===== config.mk =====
export PLATFORM = sky130hd
export DESIGN_NAME = stns_ctrl
export DESIGN_NICKNAME = d
export VERILOG_FILES = /design/src/hw/rtl/stns_pkg.sv /design/src/hw/rtl/stns_ctrl.sv
export SDC_FILE = /design/constraint.sdc
export NUM_CORES = 1
export LEC_CHECK = 0
export BUFFER_PORTS_ARGS = -buffer_cell sky130_fd_sc_hd__buf_2
export CAP_MARGIN = 25
export CORE_AREA = 10 10 47 49
export DETAILED_ROUTE_END_ITERATION = 6
export DIE_AREA = 0 0 57 59
export PLACE_DENSITY = 0.41
export SKIP_LAST_GASP = 1
export SYNTH_ARGS = -nofsm -noshare
export SYNTH_HDL_FRONTEND = slang
export SYNTH_SLANG_ARGS = --single-unit

===== constraint.sdc =====
create_clock -name clock -period 1.3 [get_ports clock]
set_input_delay 0.39 -clock clock [delete_from_list [all_inputs] [get_ports clock]]
set_output_delay 0.39 -clock clock [all_outputs]
set_load 0.005 [all_outputs]

===== src/hw/rtl/stns_pkg.sv =====
// ----------------------------------------------------------------------------
// stns_pkg: shared types and constants for the sorted table neighbor search
// Table geometry, request kinds, response status codes, and the command and
// status bundles between the controller and the datapath.
// ----------------------------------------------------------------------------
`default_nettype none

package stns_pkg;

   localparam int DEPTH   = 1024;
   localparam int ADDR_W  = $clog2(DEPTH);
   localparam int CNT_W   = $clog2(DEPTH + 1);
   localparam int DATA_W  = 32;
   localparam int KIND_W  = 2;
   localparam int STAT_W  = 2;

   // response payload: status, below_found, below_value, above_found, above_value
   localparam int RSP_W       = STAT_W + 1 + DATA_W + 1 + DATA_W;
   localparam int RSP_TDATA_W = ((RSP_W + 7) / 8) * 8;

   localparam logic [KIND_W-1:0] KIND_CLEAR  = 2'd0;
   localparam logic [KIND_W-1:0] KIND_APPEND = 2'd1;
   localparam logic [KIND_W-1:0] KIND_QUERY  = 2'd2;

   localparam logic [STAT_W-1:0] ST_OK    = 2'd0;
   localparam logic [STAT_W-1:0] ST_FULL  = 2'd1;
   localparam logic [STAT_W-1:0] ST_ORDER = 2'd2;

   typedef struct packed {
      logic load;      // latch request, arm both searches
      logic exec;      // clear / append update
      logic search;    // one search cycle
      logic load_out;  // move result into the response register
   } stns_cmd_type;

   typedef struct packed {
      logic is_query;
      logic search_done;
      logic out_free;
   } stns_stat_type;

endpackage

`default_nettype wire


===== src/hw/rtl/stns_ctrl.sv =====
// ----------------------------------------------------------------------------
// stns_ctrl: request sequencer
// Walks each request through latch, update or search, and response load.
// ----------------------------------------------------------------------------
`default_nettype none

module stns_ctrl (
   input  wire logic                   clock,
   input  wire logic                   reset,
   input  wire logic                   req_fire,
   output logic                        req_ready,
   input  wire stns_pkg::stns_stat_type stat,
   output stns_pkg::stns_cmd_type      cmd
);

   localparam logic [1:0] S_IDLE   = 2'd0;
   localparam logic [1:0] S_EXEC   = 2'd1;
   localparam logic [1:0] S_SEARCH = 2'd2;
   localparam logic [1:0] S_RESP   = 2'd3;

   logic [1:0] state_ff;
   logic [1:0] state_in;

   always_comb begin
      state_in = state_ff;
      cmd      = '0;
      case (state_ff)
         S_IDLE: begin
            if (req_fire) begin
               cmd.load = 1'b1;
               state_in = S_EXEC;
            end
         end
         S_EXEC: begin
            if (stat.is_query) begin
               state_in = S_SEARCH;
            end else begin
               cmd.exec = 1'b1;
               state_in = S_RESP;
            end
         end
         S_SEARCH: begin
            cmd.search = 1'b1;
            if (stat.search_done) begin
               state_in = S_RESP;
            end
         end
         S_RESP: begin
            if (stat.out_free) begin
               cmd.load_out = 1'b1;
               state_in     = S_IDLE;
            end
         end
         default: begin
            state_in = S_IDLE;
         end
      endcase
   end

   always_ff @(posedge clock) begin
      if (reset) begin
         state_ff <= S_IDLE;
      end else begin
         state_ff <= state_in;
      end
   end

   assign req_ready = (state_ff == S_IDLE);

endmodule

`default_nettype wire


# ---- Yosys cells after proc, flatten, opt, wreduce, memory -nomap -nowiden
# Index checks and enable logic that the tools add are counted.
dict set report op_classes {
  n_addsub 0
  n_mul 0
  div_mod_pow 0
  n_lt_le_gt_ge 0
  eq_ne 6
  shift 0
  muxes 12
  bitwise 0
  reduce_logical 2
}
# cell n
set op_table {}
lappend op_table {{1-bit 2-to-1 mux} 8}
lappend op_table {{2-bit one-hot mux with 4 select lines} 1}
lappend op_table {{2-bit 2-to-1 mux} 3}
lappend op_table {{2-bit != test (second input constant)} 3}
lappend op_table {{2-bit equality test (second input constant)} 2}
lappend op_table {{3-bit AND reduction} 1}
lappend op_table {{2-bit by 1-bit equality test with 1-bit output (second input constant)} 1}
lappend op_table {{2-bit logical NOT} 1}
dict set report totals {
  reg_bits 2
  latch_bits 0
  ram_bits 0
  mem_bits_ro 0
  inputBits 6
  output_inout_bits 5
  word_cells 21
  n_memories 0
}

# ---- Longest topological paths before layout
# Gate-level depths: netlist (run 1).
dict set report logic_depth {
  depth_word 3
  ltp_mapped 5
  depth_no_buf 5
}

# ---- Least setup slack after synthesis (run 1)
# OpenSTA, ideal clock, no wires.
dict set report synth_timing {
  path_type {flip-flop to output port}
  from {register state_ff[0]}
  to {output cmd[3] (netlist bit)}
  arrival_ns 0.860
  required_ns 0.910
  slack_ns 0.050
  stages_incl_launch_ff 4
  path_buffers 0
  path_cell_list {dfxtp_1 -> inv_1 -> ha_1 -> and2_2}
}
# item line_no
set synth_rtl {}
lappend synth_rtl {{start: declaration} stns_ctrl.sv:21} ;# logic [1:0] state_ff;
lappend synth_rtl {{start signal: assignment} stns_ctrl.sv:64} ;# state_ff <= state_in;
lappend synth_rtl {{end: declaration} stns_ctrl.sv:13} ;# output stns_pkg::stns_cmd_type cmd

==> results.yml, run 1 <==
sta:
  skew_ns: 0.000205
  drv_slew: 0
  worst_pin_slew_ns: 0.210
  fmax_mhz: 693
  finalSetupViolCount: 7
  slew-limit-headroom: 0.859
  finalHoldViolCount: 0
  finalCriticalPeriod_ns: 1.44
  layout_setup_ws_ns: -0.143
  grt_setup_unrepaired: "true"
  fin_crit_sh: 1.11
synth:
  synth_top_cell_area_share: 0.238
  syn-mean-instance-area_um2: 8.76
  synth.cells.most_frequent: "4 x sky130_fd_sc_hd__ha_1, 3 x sky130_fd_sc_hd__nor2b_1"
  synth_largest_area_cell: "sky130_fd_sc_hd__ha_1"
  number_of_enable_type_register_cells_in_the_synthesized_netlist: 0
  synth-seq-area-share: 0.190
  yosysWarnings: 0
  syn_area_um2: 210
  synth.net_count: 34
  synthesis.instances: 24
  yosysMostFrequentCell: "sky130_fd_sc_hd__ha_1"
  postSynth.topFlopCell: "sky130_fd_sc_hd__dfxtp_1"
  synth_async_sr_flop_share: 0
  synth.area.top_cells: "sky130_fd_sc_hd__ha_1 24%, sky130_fd_sc_hd__dfxtp_1 19%, sky130_fd_sc_hd__nor2b_1 8.9%"
  number_of_register_bits_inferred_by_synthesis: 2
  yosys.cell_types.count: 15
detailed_routing:
  antenna_left: 0
  detail_route.iter0.violations: 3
  via_count: 249
  detail_route.first_pass.iterations: 3
  route.detailed.drc: 0
  wl_per_cell_um: 10.8
  wl_um: 656
  via_per_inst: 4.08
setup_path:
  worstSetupStartpointType: "register"
  worst_setup_path_startpoint: "state_ff[1]"
  timing.setup.critical_path_class: "register to primary output"
  path_max_fanout: 3
  worst-r2r-setup-slack_ns: -0.11
  critical_path.reg2reg.startpoint: "state_ff[1]"
  end_kind: "primary output"
  cp_data_required_time_ns: 0.91
  cp_data_arrival_time_ns: 1.05
outcome:
  violations_in_the_final_reports: "negative setup slack"
  status: "complete, but fails checks"
hold_path:
  worst_hold_startpoint: "reset"
  holdCritPathClass: "primary input to register"
clock_tree:
  clk_pin_slew_worst_paths_ns: 0.03
  cts_sinks: 2
  htreeDepth: 1
  cts_tree: "yes"
  clock_tree.root_cell: "sky130_fd_sc_hd__clkbuf_4"
  cts_hold_repair.buffers: 0
  maximum_buffer_depth_of_the_clock_tree: 2
  clkLatencyLatePin_ns: 0.22
  numCtsBuffers: 3
cells_and_area:
  fillCellCount: 148
  postLayoutCellArea_um2: 489
  syn2layout_area_growth_pct: 133
  max_flop_register: "state_ff"
  reg_top3: "state_ff x2"
  nets_finish: 57
  layout.cells.non_filler: 61
  post-route-util: 0.349
  largest_register_ff_count: 2
  drive_gt1_frac: 0.867
  antenna-diode-count: 0
global_route:
  grt_max_degree: 4
  grt_use_total: 0.0396
  overflow: 0
  grt_pass1_wl_mm: 1.06
  number_of_antenna_violations_at_the_first_check_in_global_routing: 0
  first_global_vias: 274
floorplan:
  num_io_pins: 11
  fp.dieArea_um2: 3360
  starting_density: 0.150
  core_area_um2: 1400
  rows: 14
  dieWidth_um: 57
  floorplan.die.height_um: 59
placed_design:
  post-dp-hpwl_um: 496
  post_dp_cell_area_um2: 310
  gp_congestion: 0.741
  placed_cell_count: 54
  io_buffers: 10
power:
  power_density_nw_per_um2: 2240
  ir_worst_vdd_mv: 1.20
  totalPowerFinal_mw: 1.10
  total_leakage_power_nw: 0.212
job:
  drv.max_cap_violation_count: 0
[per-stage QoR]
stage / setup slack, ns / setup TNS, ns / hold WS (ns)
finish: -0.143 / -0.635 / 0.339
global route: -0.170 / -0.908 / 0.341
CTS: -0.149 / -0.812 / 0.329
detailed placement: -0.00985 / -0.00985 / 0.573
global placement: -0.0111 / -0.0111 / 0.580
floorplan: 0.0504 / 0 / 0.456
[critical path: stages (launching register included)]
cell and delay, ns:
sky130_fd_sc_hd__dfxtp_2 0.33, sky130_fd_sc_hd__buf_6 0.12, sky130_fd_sc_hd__ha_4 0.15, sky130_fd_sc_hd__and2_4 0.13, sky130_fd_sc_hd__buf_6 0.11
[layout by cell type, fill, tap and decap left out, drive strengths merged, types with 2 or more instances in the layout]
cell / n
dfxtp: 2
clkbuf: 3
inv: 2
ha: 4
and2: 2
nand2b: 2
nor3: 2
buf: 18
nor2b: 3
[timing repair]
action / CTS / global route
setup endpoints to repair: 5 / 7
setup buffers: 4 / 0
gates cloned: 0 / 0
pin swaps: 1 / 5
gates resized for setup: 14 / 16
[kinds of logic after synthesis]
logic type / count (synthesis) / synth area share
fa+ha+maj: 4 / 0.238
flops: 2 / 0.190
simple gates: 12 / 0.363
buf+inv: 2 / 0.0357
compound gates: 4 / 0.173
[power breakdown]
part	total, mW	leakage (nW)	internal [mW]	switching, mW
Sequential	0.126	0.0172	0.0979	0.0285
Clock	0.137	0.0138	0.102	0.0354
Combinational	0.832	0.181	0.500	0.332
[final cells by class]
class | count | area [um2] | area share
clock buffer | 3 | 22.5 | 0.0460
inverter | 2 | 10.0 | 0.0205
tap | 16 | 20.0 | 0.0409
timing repair buffer | 18 | 150 | 0.307
sequential | 2 | 42.5 | 0.0870
multi-input combinational | 20 | 244 | 0.499
[metal layers]
layer | vias to the layer above | global-route usage | share of wire
met5 | - | 0 | 0
li1 | 129 | - | -
met3 | 0 | 0.0107 | 0.035
met1 | 118 | 0.0247 | 0.30
met4 | 0 | 0.0403 | 0
met2 | 2 | 0.0837 | 0.66
[worst paths after layout]
path | end | cells past startpoint
worst max register to register | state_ff[1] | 7
worst max-delay path | cmd[0] | 4
worst min-delay path | state_ff[0] | 2
worst min register to register | state_ff[0] | 3
(Power assumes the default switching activity.)
==> run 2: changes to the inputs <==
CORE_AREA = 2 2 39 41   (was 10 10 47 49)
DIE_AREA = 0 0 41 43   (was 0 0 57 59)
==> run 2 against run 1 <==
Effect of this change: the run still ends with negative setup slack left; core utilization decreased by 3.6 points; flip-flop and latch count unchanged; critical endpoint unchanged; die area decreased by 48%; cell count decreased by 3.3%; count of clock-buffer cells in the layout unchanged; largest cell class unchanged; register-to-register slack improved by 0.10 ns; via count decreased by 3.6%; combinational power decreased by 20%; cell area decreased by 12%; clock skew increased by 0.00067 ns.
==> results.yml, run 2 (synthesis results as in run 1) <==
job:
  drv.max_cap_violation_count: 0
clock_tree:
  htreeDepth: 1
  numCtsBuffers: 3
  clock_tree.root_cell: "sky130_fd_sc_hd__clkbuf_4"
  cts_sinks: 2
  clkLatencyLatePin_ns: 0.22
  clk_pin_slew_worst_paths_ns: 0.03
  maximum_buffer_depth_of_the_clock_tree: 2
  cts_tree: "yes"
floorplan:
  rows: 14
  starting_density: 0.152
  floorplan.die.height_um: 43
  dieWidth_um: 41
  fp.dieArea_um2: 1760
  core_area_um2: 1380
  num_io_pins: 11
power:
  intPower_mw: 0.595
  ir_worst_vdd_mv: 0.662
  clock_power_share: 0.145
  sw_frac_of_total: 0.360
  comb_power_share: 0.714
  flop_pwr_share: 0.141
  power_density_nw_per_um2: 2150
  net-switching-power_mw: 0.334
  total_leakage_power_nw: 0.190
detailed_routing:
  detail_route.iter0.violations: 2
  route.detailed.drc: 0
  antenna_left: 0
  wl_um: 514
  wl_per_cell_um: 8.71
  detail_route.first_pass.iterations: 4
  via_count: 240
  via_per_inst: 4.07
cells_and_area:
  max_flop_register: "state_ff"
  syn2layout_area_growth_pct: 106
  layout.cells.most_common_list: "7 x sky130_fd_sc_hd__buf_2, 5 x sky130_fd_sc_hd__buf_6, 4 x sky130_fd_sc_hd__buf_4, 3 x sky130_fd_sc_hd__ha_4, 3 x sky130_fd_sc_hd__clkbuf_4"
  antenna-diode-count: 0
  post-route-util: 0.313
  largest_register_ff_count: 2
  reg_top3: "state_ff x2"
  layout_commonest_cell: "sky130_fd_sc_hd__buf_2"
  drive_gt1_frac: 0.721
  fillCellCount: 157
  nets_finish: 55
sta:
  finalSetupViolCount: 5
  finalCriticalPeriod_ns: 1.44
  fmax_mhz: 693
  layout_setup_ws_ns: -0.144
  grt_setup_unrepaired: "true"
  skew_ns: 0.000879
  worst_pin_slew_ns: 0.239
  slew-limit-headroom: 0.839
  drv_slew: 0
  setup_tns_ns: -0.453
  fin_crit_sh: 1.11
  finalHoldViolCount: 0
setup_path:
  cp_data_arrival_time_ns: 1.05
  worstSetupStartpointType: "register"
  timing.setup.critical_path_class: "register to primary output"
  cp_data_required_time_ns: 0.91
  end_kind: "primary output"
  path_max_fanout: 3
global_route:
  grt_pass1_wl_um: 807
  overflow: 0
  grt_max_degree: 6
  first_global_vias: 243
  number_of_antenna_violations_at_the_first_check_in_global_routing: 0
  grt_use_total: 0.0711
outcome:
  violations_in_the_final_reports: "negative setup slack"
  status: "complete, but fails checks"
hold_path:
  holdCritPathClass: "primary input to register"
placed_design:
  io_buffers: 10
  gp_congestion: 0.625
  dp_slack_ns: -0.0123
run 2: final timing paths:
check                                  from          end  slack (ns)  depth (start not counted)
worst max register to register  state_ff[1]  state_ff[1]       -0.01                          6
worst max-delay path            state_ff[0]       cmd[0]       -0.14                          4
worst min-delay path                  reset  state_ff[0]        0.34                          2
worst min register to register  state_ff[0]  state_ff[0]        0.60                          3
run 2: cell type report:
type,count,area [um2],area share
clock buffer,3,22.5,0.0520
inverter,2,12.5,0.0289
multi-input combinational,20,214,0.494
timing repair buffer,16,121,0.280
tap,16,20.0,0.0462
sequential,2,42.5,0.0983
run 2: worst max-delay path, cell delays in order, from the launching register on:
cell	delay, ns
sky130_fd_sc_hd__dfxtp_2	0.33
sky130_fd_sc_hd__buf_6	0.13
sky130_fd_sc_hd__ha_4	0.15
sky130_fd_sc_hd__and2_4	0.13
sky130_fd_sc_hd__buf_6	0.10
run 2: repair_timing:
action                                  in CTS  in global routing
endpoints found under the setup margin       5                  5
pin swaps                                    2                  2
resized for setup                           15                  7
hold buffers                                 0                  0
buffers inserted                             1                  1
run 2: through the flow:
| stage | total power, mW | area [um2] | std cells | hold slack, ns |
|---|---|---|---|---|
| after floorplan | 0.356 | 210 | 24 | 0.456 |
| after global placement | 0.551 | 310 | 54 | 0.584 |
| after detailed placement | 0.545 | 310 | 54 | 0.580 |
| after CTS | 0.823 | 398 | 58 | 0.332 |
| after global routing | 1.01 | 433 | 59 | 0.352 |
| final | 0.930 | 433 | 59 | 0.341 |
run 2: power groups by stage:
| stage | clock network [mW] | registers [mW] | logic [mW] |
|---|---|---|---|
| final | 0.135 | 0.131 | 0.664 |
| after global routing | 0.144 | 0.133 | 0.729 |
| after CTS | 0.147 | 0.120 | 0.557 |
| after detailed placement | 0 | 0.104 | 0.440 |
| after global placement | 0 | 0.104 | 0.448 |
| after floorplan | 0 | 0.116 | 0.240 |
run 2: metal layers:
layer	global-route usage	wire length, um	vias to the layer above
met2	0.103	294	6
met3	0.0157	31	0
li1	-	-	122
met4	0.0800	0	0
met5	0	0	-
met1	0.0732	189	112
==> run 3: changes to the inputs <==
CORE_AREA = 8 8 45 47   (was 2 2 39 41)
DIE_AREA = 0 0 53 55   (was 0 0 41 43)
==> run 3 against run 2 <==
Effect of this change: the run still ends with negative setup slack left; power up 5.9%; die area up 65%; global-route usage down 1.4 points; sequential power about the same; combinational power up 8.4%; clock power about the same; largest cell class unchanged; highest routed layer is now met4.
==> results.yml, run 3 (synthesis results as in run 1) <==
cells_and_area:
  syn2layout_area_growth_pct: 111
  fillCellCount: 160
  post-route-util: 0.321
  final-seq-area_um2: 42.5
  largest_register_ff_count: 2
  reg_top3: "state_ff x2"
  nets_finish: 55
  drive_gt1_frac: 0.767
  layout_commonest_cell: "sky130_fd_sc_hd__buf_2"
  postLayoutCellArea_um2: 444
  multiInputGateArea_um2: 221
  antenna-diode-count: 0
  layout.cells.most_common_list: "7 x sky130_fd_sc_hd__buf_2, 6 x sky130_fd_sc_hd__buf_6, 3 x sky130_fd_sc_hd__ha_4, 3 x sky130_fd_sc_hd__clkbuf_4, 3 x sky130_fd_sc_hd__buf_4"
  layout.cells.non_filler: 59
  max_flop_register: "state_ff"
setup_path:
  timing.setup.critical_path_class: "register to primary output"
  critPathMostFrequentCell: "sky130_fd_sc_hd__buf_6"
  crit_path_max_incr_delay_ns: 0.32
  cp_data_arrival_time_ns: 1.06
  rr_worst_depth: 6
  worstSetupStartpointType: "register"
  crit_slowest_cell: "sky130_fd_sc_hd__dfxtp_2"
  path_max_fanout: 3
  end_kind: "primary output"
  cp_data_required_time_ns: 0.91
  crit_path_cell_trace: "buf_6 > ha_4 > and2_4 > buf_6"
hold_path:
  holdPathStages: 2
  holdCritPathClass: "primary input to register"
global_route:
  grt_use_total: 0.0568
  busiest_layer: "met2"
  grt_use_met1: 0.0439
  grtUsageMet3: 0.0401
  grt_max_degree: 6
  overflow: 0
  grt_pass1_wl_mm: 1.12
  first_global_vias: 273
  grt_use_met2: 0.0938
  number_of_antenna_violations_at_the_first_check_in_global_routing: 0
outcome:
  violations_in_the_final_reports: "negative setup slack"
  status: "complete, but fails checks"
placed_design:
  gp_congestion: 0.659
  placed_cell_count: 54
  io_buffers: 10
  post_dp_cell_area_um2: 310
clock_tree:
  clock_tree.root_cell: "sky130_fd_sc_hd__clkbuf_4"
  clkLatencyLatePin_ns: 0.22
  numCtsBuffers: 3
  maximum_buffer_depth_of_the_clock_tree: 2
  cts_tree: "yes"
  cts_sinks: 2
  clk_pin_slew_worst_paths_ns: 0.03
  htreeDepth: 1
sta:
  fin_crit_sh: 1.11
  worst_pin_slew_ns: 0.235
  layout_setup_ws_ns: -0.145
  finalCriticalPeriod_ns: 1.45
  fmax_mhz: 692
  skew_ns: 0.00223
  finalSetupViolCount: 5
  setup_tns_ns: -0.512
  finalHoldViolCount: 0
  slew-limit-headroom: 0.842
  grt_setup_unrepaired: "true"
  drv_slew: 0
floorplan:
  dieWidth_um: 53
  core_area_um2: 1380
  floorplan.die.height_um: 55
  fp.dieArea_um2: 2920
  rows: 14
  starting_density: 0.152
  num_io_pins: 11
power:
  totalPowerFinal_mw: 0.985
  sw_frac_of_total: 0.372
  intPower_mw: 0.618
  flop_pwr_share: 0.132
  net-switching-power_mw: 0.366
  power_density_nw_per_um2: 2220
  ir_worst_vdd_mv: 0.726
  comb_power_share: 0.732
  total_leakage_power_nw: 0.192
  clock_power_share: 0.136
detailed_routing:
  via_per_inst: 4.22
  detail_route.iter0.violations: 2
  via_count: 249
  route.detailed.drc: 0
  wl_per_cell_um: 11.5
  wl_um: 679
  detail_route.first_pass.iterations: 2
  antenna_left: 0
job:
  drv.max_cap_violation_count: 0
-- run 3: cell count changes in the layout (fill, tap and decap cells not counted) --
cell and change:
sky130_fd_sc_hd__nor3_1 -1, sky130_fd_sc_hd__nor2b_1 -1, sky130_fd_sc_hd__buf_4 -1, sky130_fd_sc_hd__nor3_2 +1
sky130_fd_sc_hd__buf_6 +1, sky130_fd_sc_hd__nor2b_2 +1
-- run 3: metrics by stage --
step | hold WS (ns) | setup WS [ns]
final | 0.349 | -0.145
after global routing | 0.357 | -0.191
after CTS | 0.334 | -0.154
after detailed placement | 0.580 | -0.00312
after global placement | 0.585 | -0.00109
after floorplan | 0.456 | 0.0504
-- run 3: layout make-up --
| type | instances | area share |
|---|---|---|
| clock buffer | 3 | 0.0507 |
| inverter | 2 | 0.0282 |
| multi-input combinational | 20 | 0.499 |
| sequential | 2 | 0.0958 |
| tap | 16 | 0.0451 |
| timing repair buffer | 16 | 0.282 |
-- run 3: power by group through the flow --
stage	sequential [mW]	combinational (mW)	clock (mW)
finish	0.130	0.720	0.134
detailed placement	0.104	0.452	0
global route	0.134	0.781	0.157
floorplan	0.116	0.240	0
global placement	0.103	0.451	0
CTS	0.120	0.561	0.143
-- run 3: path summary, 6_finish.rpt --
| kind | startpoint | endpoint | slack [ns] |
|---|---|---|---|
| setup / recovery | state_ff[0] | cmd[0] | -0.15 |
| hold / removal | reset | state_ff[0] | 0.35 |
| setup reg to reg | state_ff[0] | state_ff[1] | 0 |
| hold reg to reg | state_ff[1] | state_ff[1] | 0.63 |
-- run 3: what timing repair did --
item	4_1_cts	5_1_grt
setup endpoints to repair	5	7
gates resized for setup	15	10
hold buffers	0	0
setup buffers	0	2
pin swaps	1	2
endpoints found under the hold margin	0	0
cloned	0	0
-- run 3: critical path: cells and delay by family, from the launching register on --
kind / cells / cell delay, ns
flops: 1 / 0.32
buf+inv: 2 / 0.23
fa+ha+maj: 1 / 0.15
simple gates: 1 / 0.13
-- run 3: per-layer routing --
metal  wire length, um  vias up
met1               227      117
li1                  -      124
met3                61        2
met5                 0        -
met4                 7        0
met2               382        6
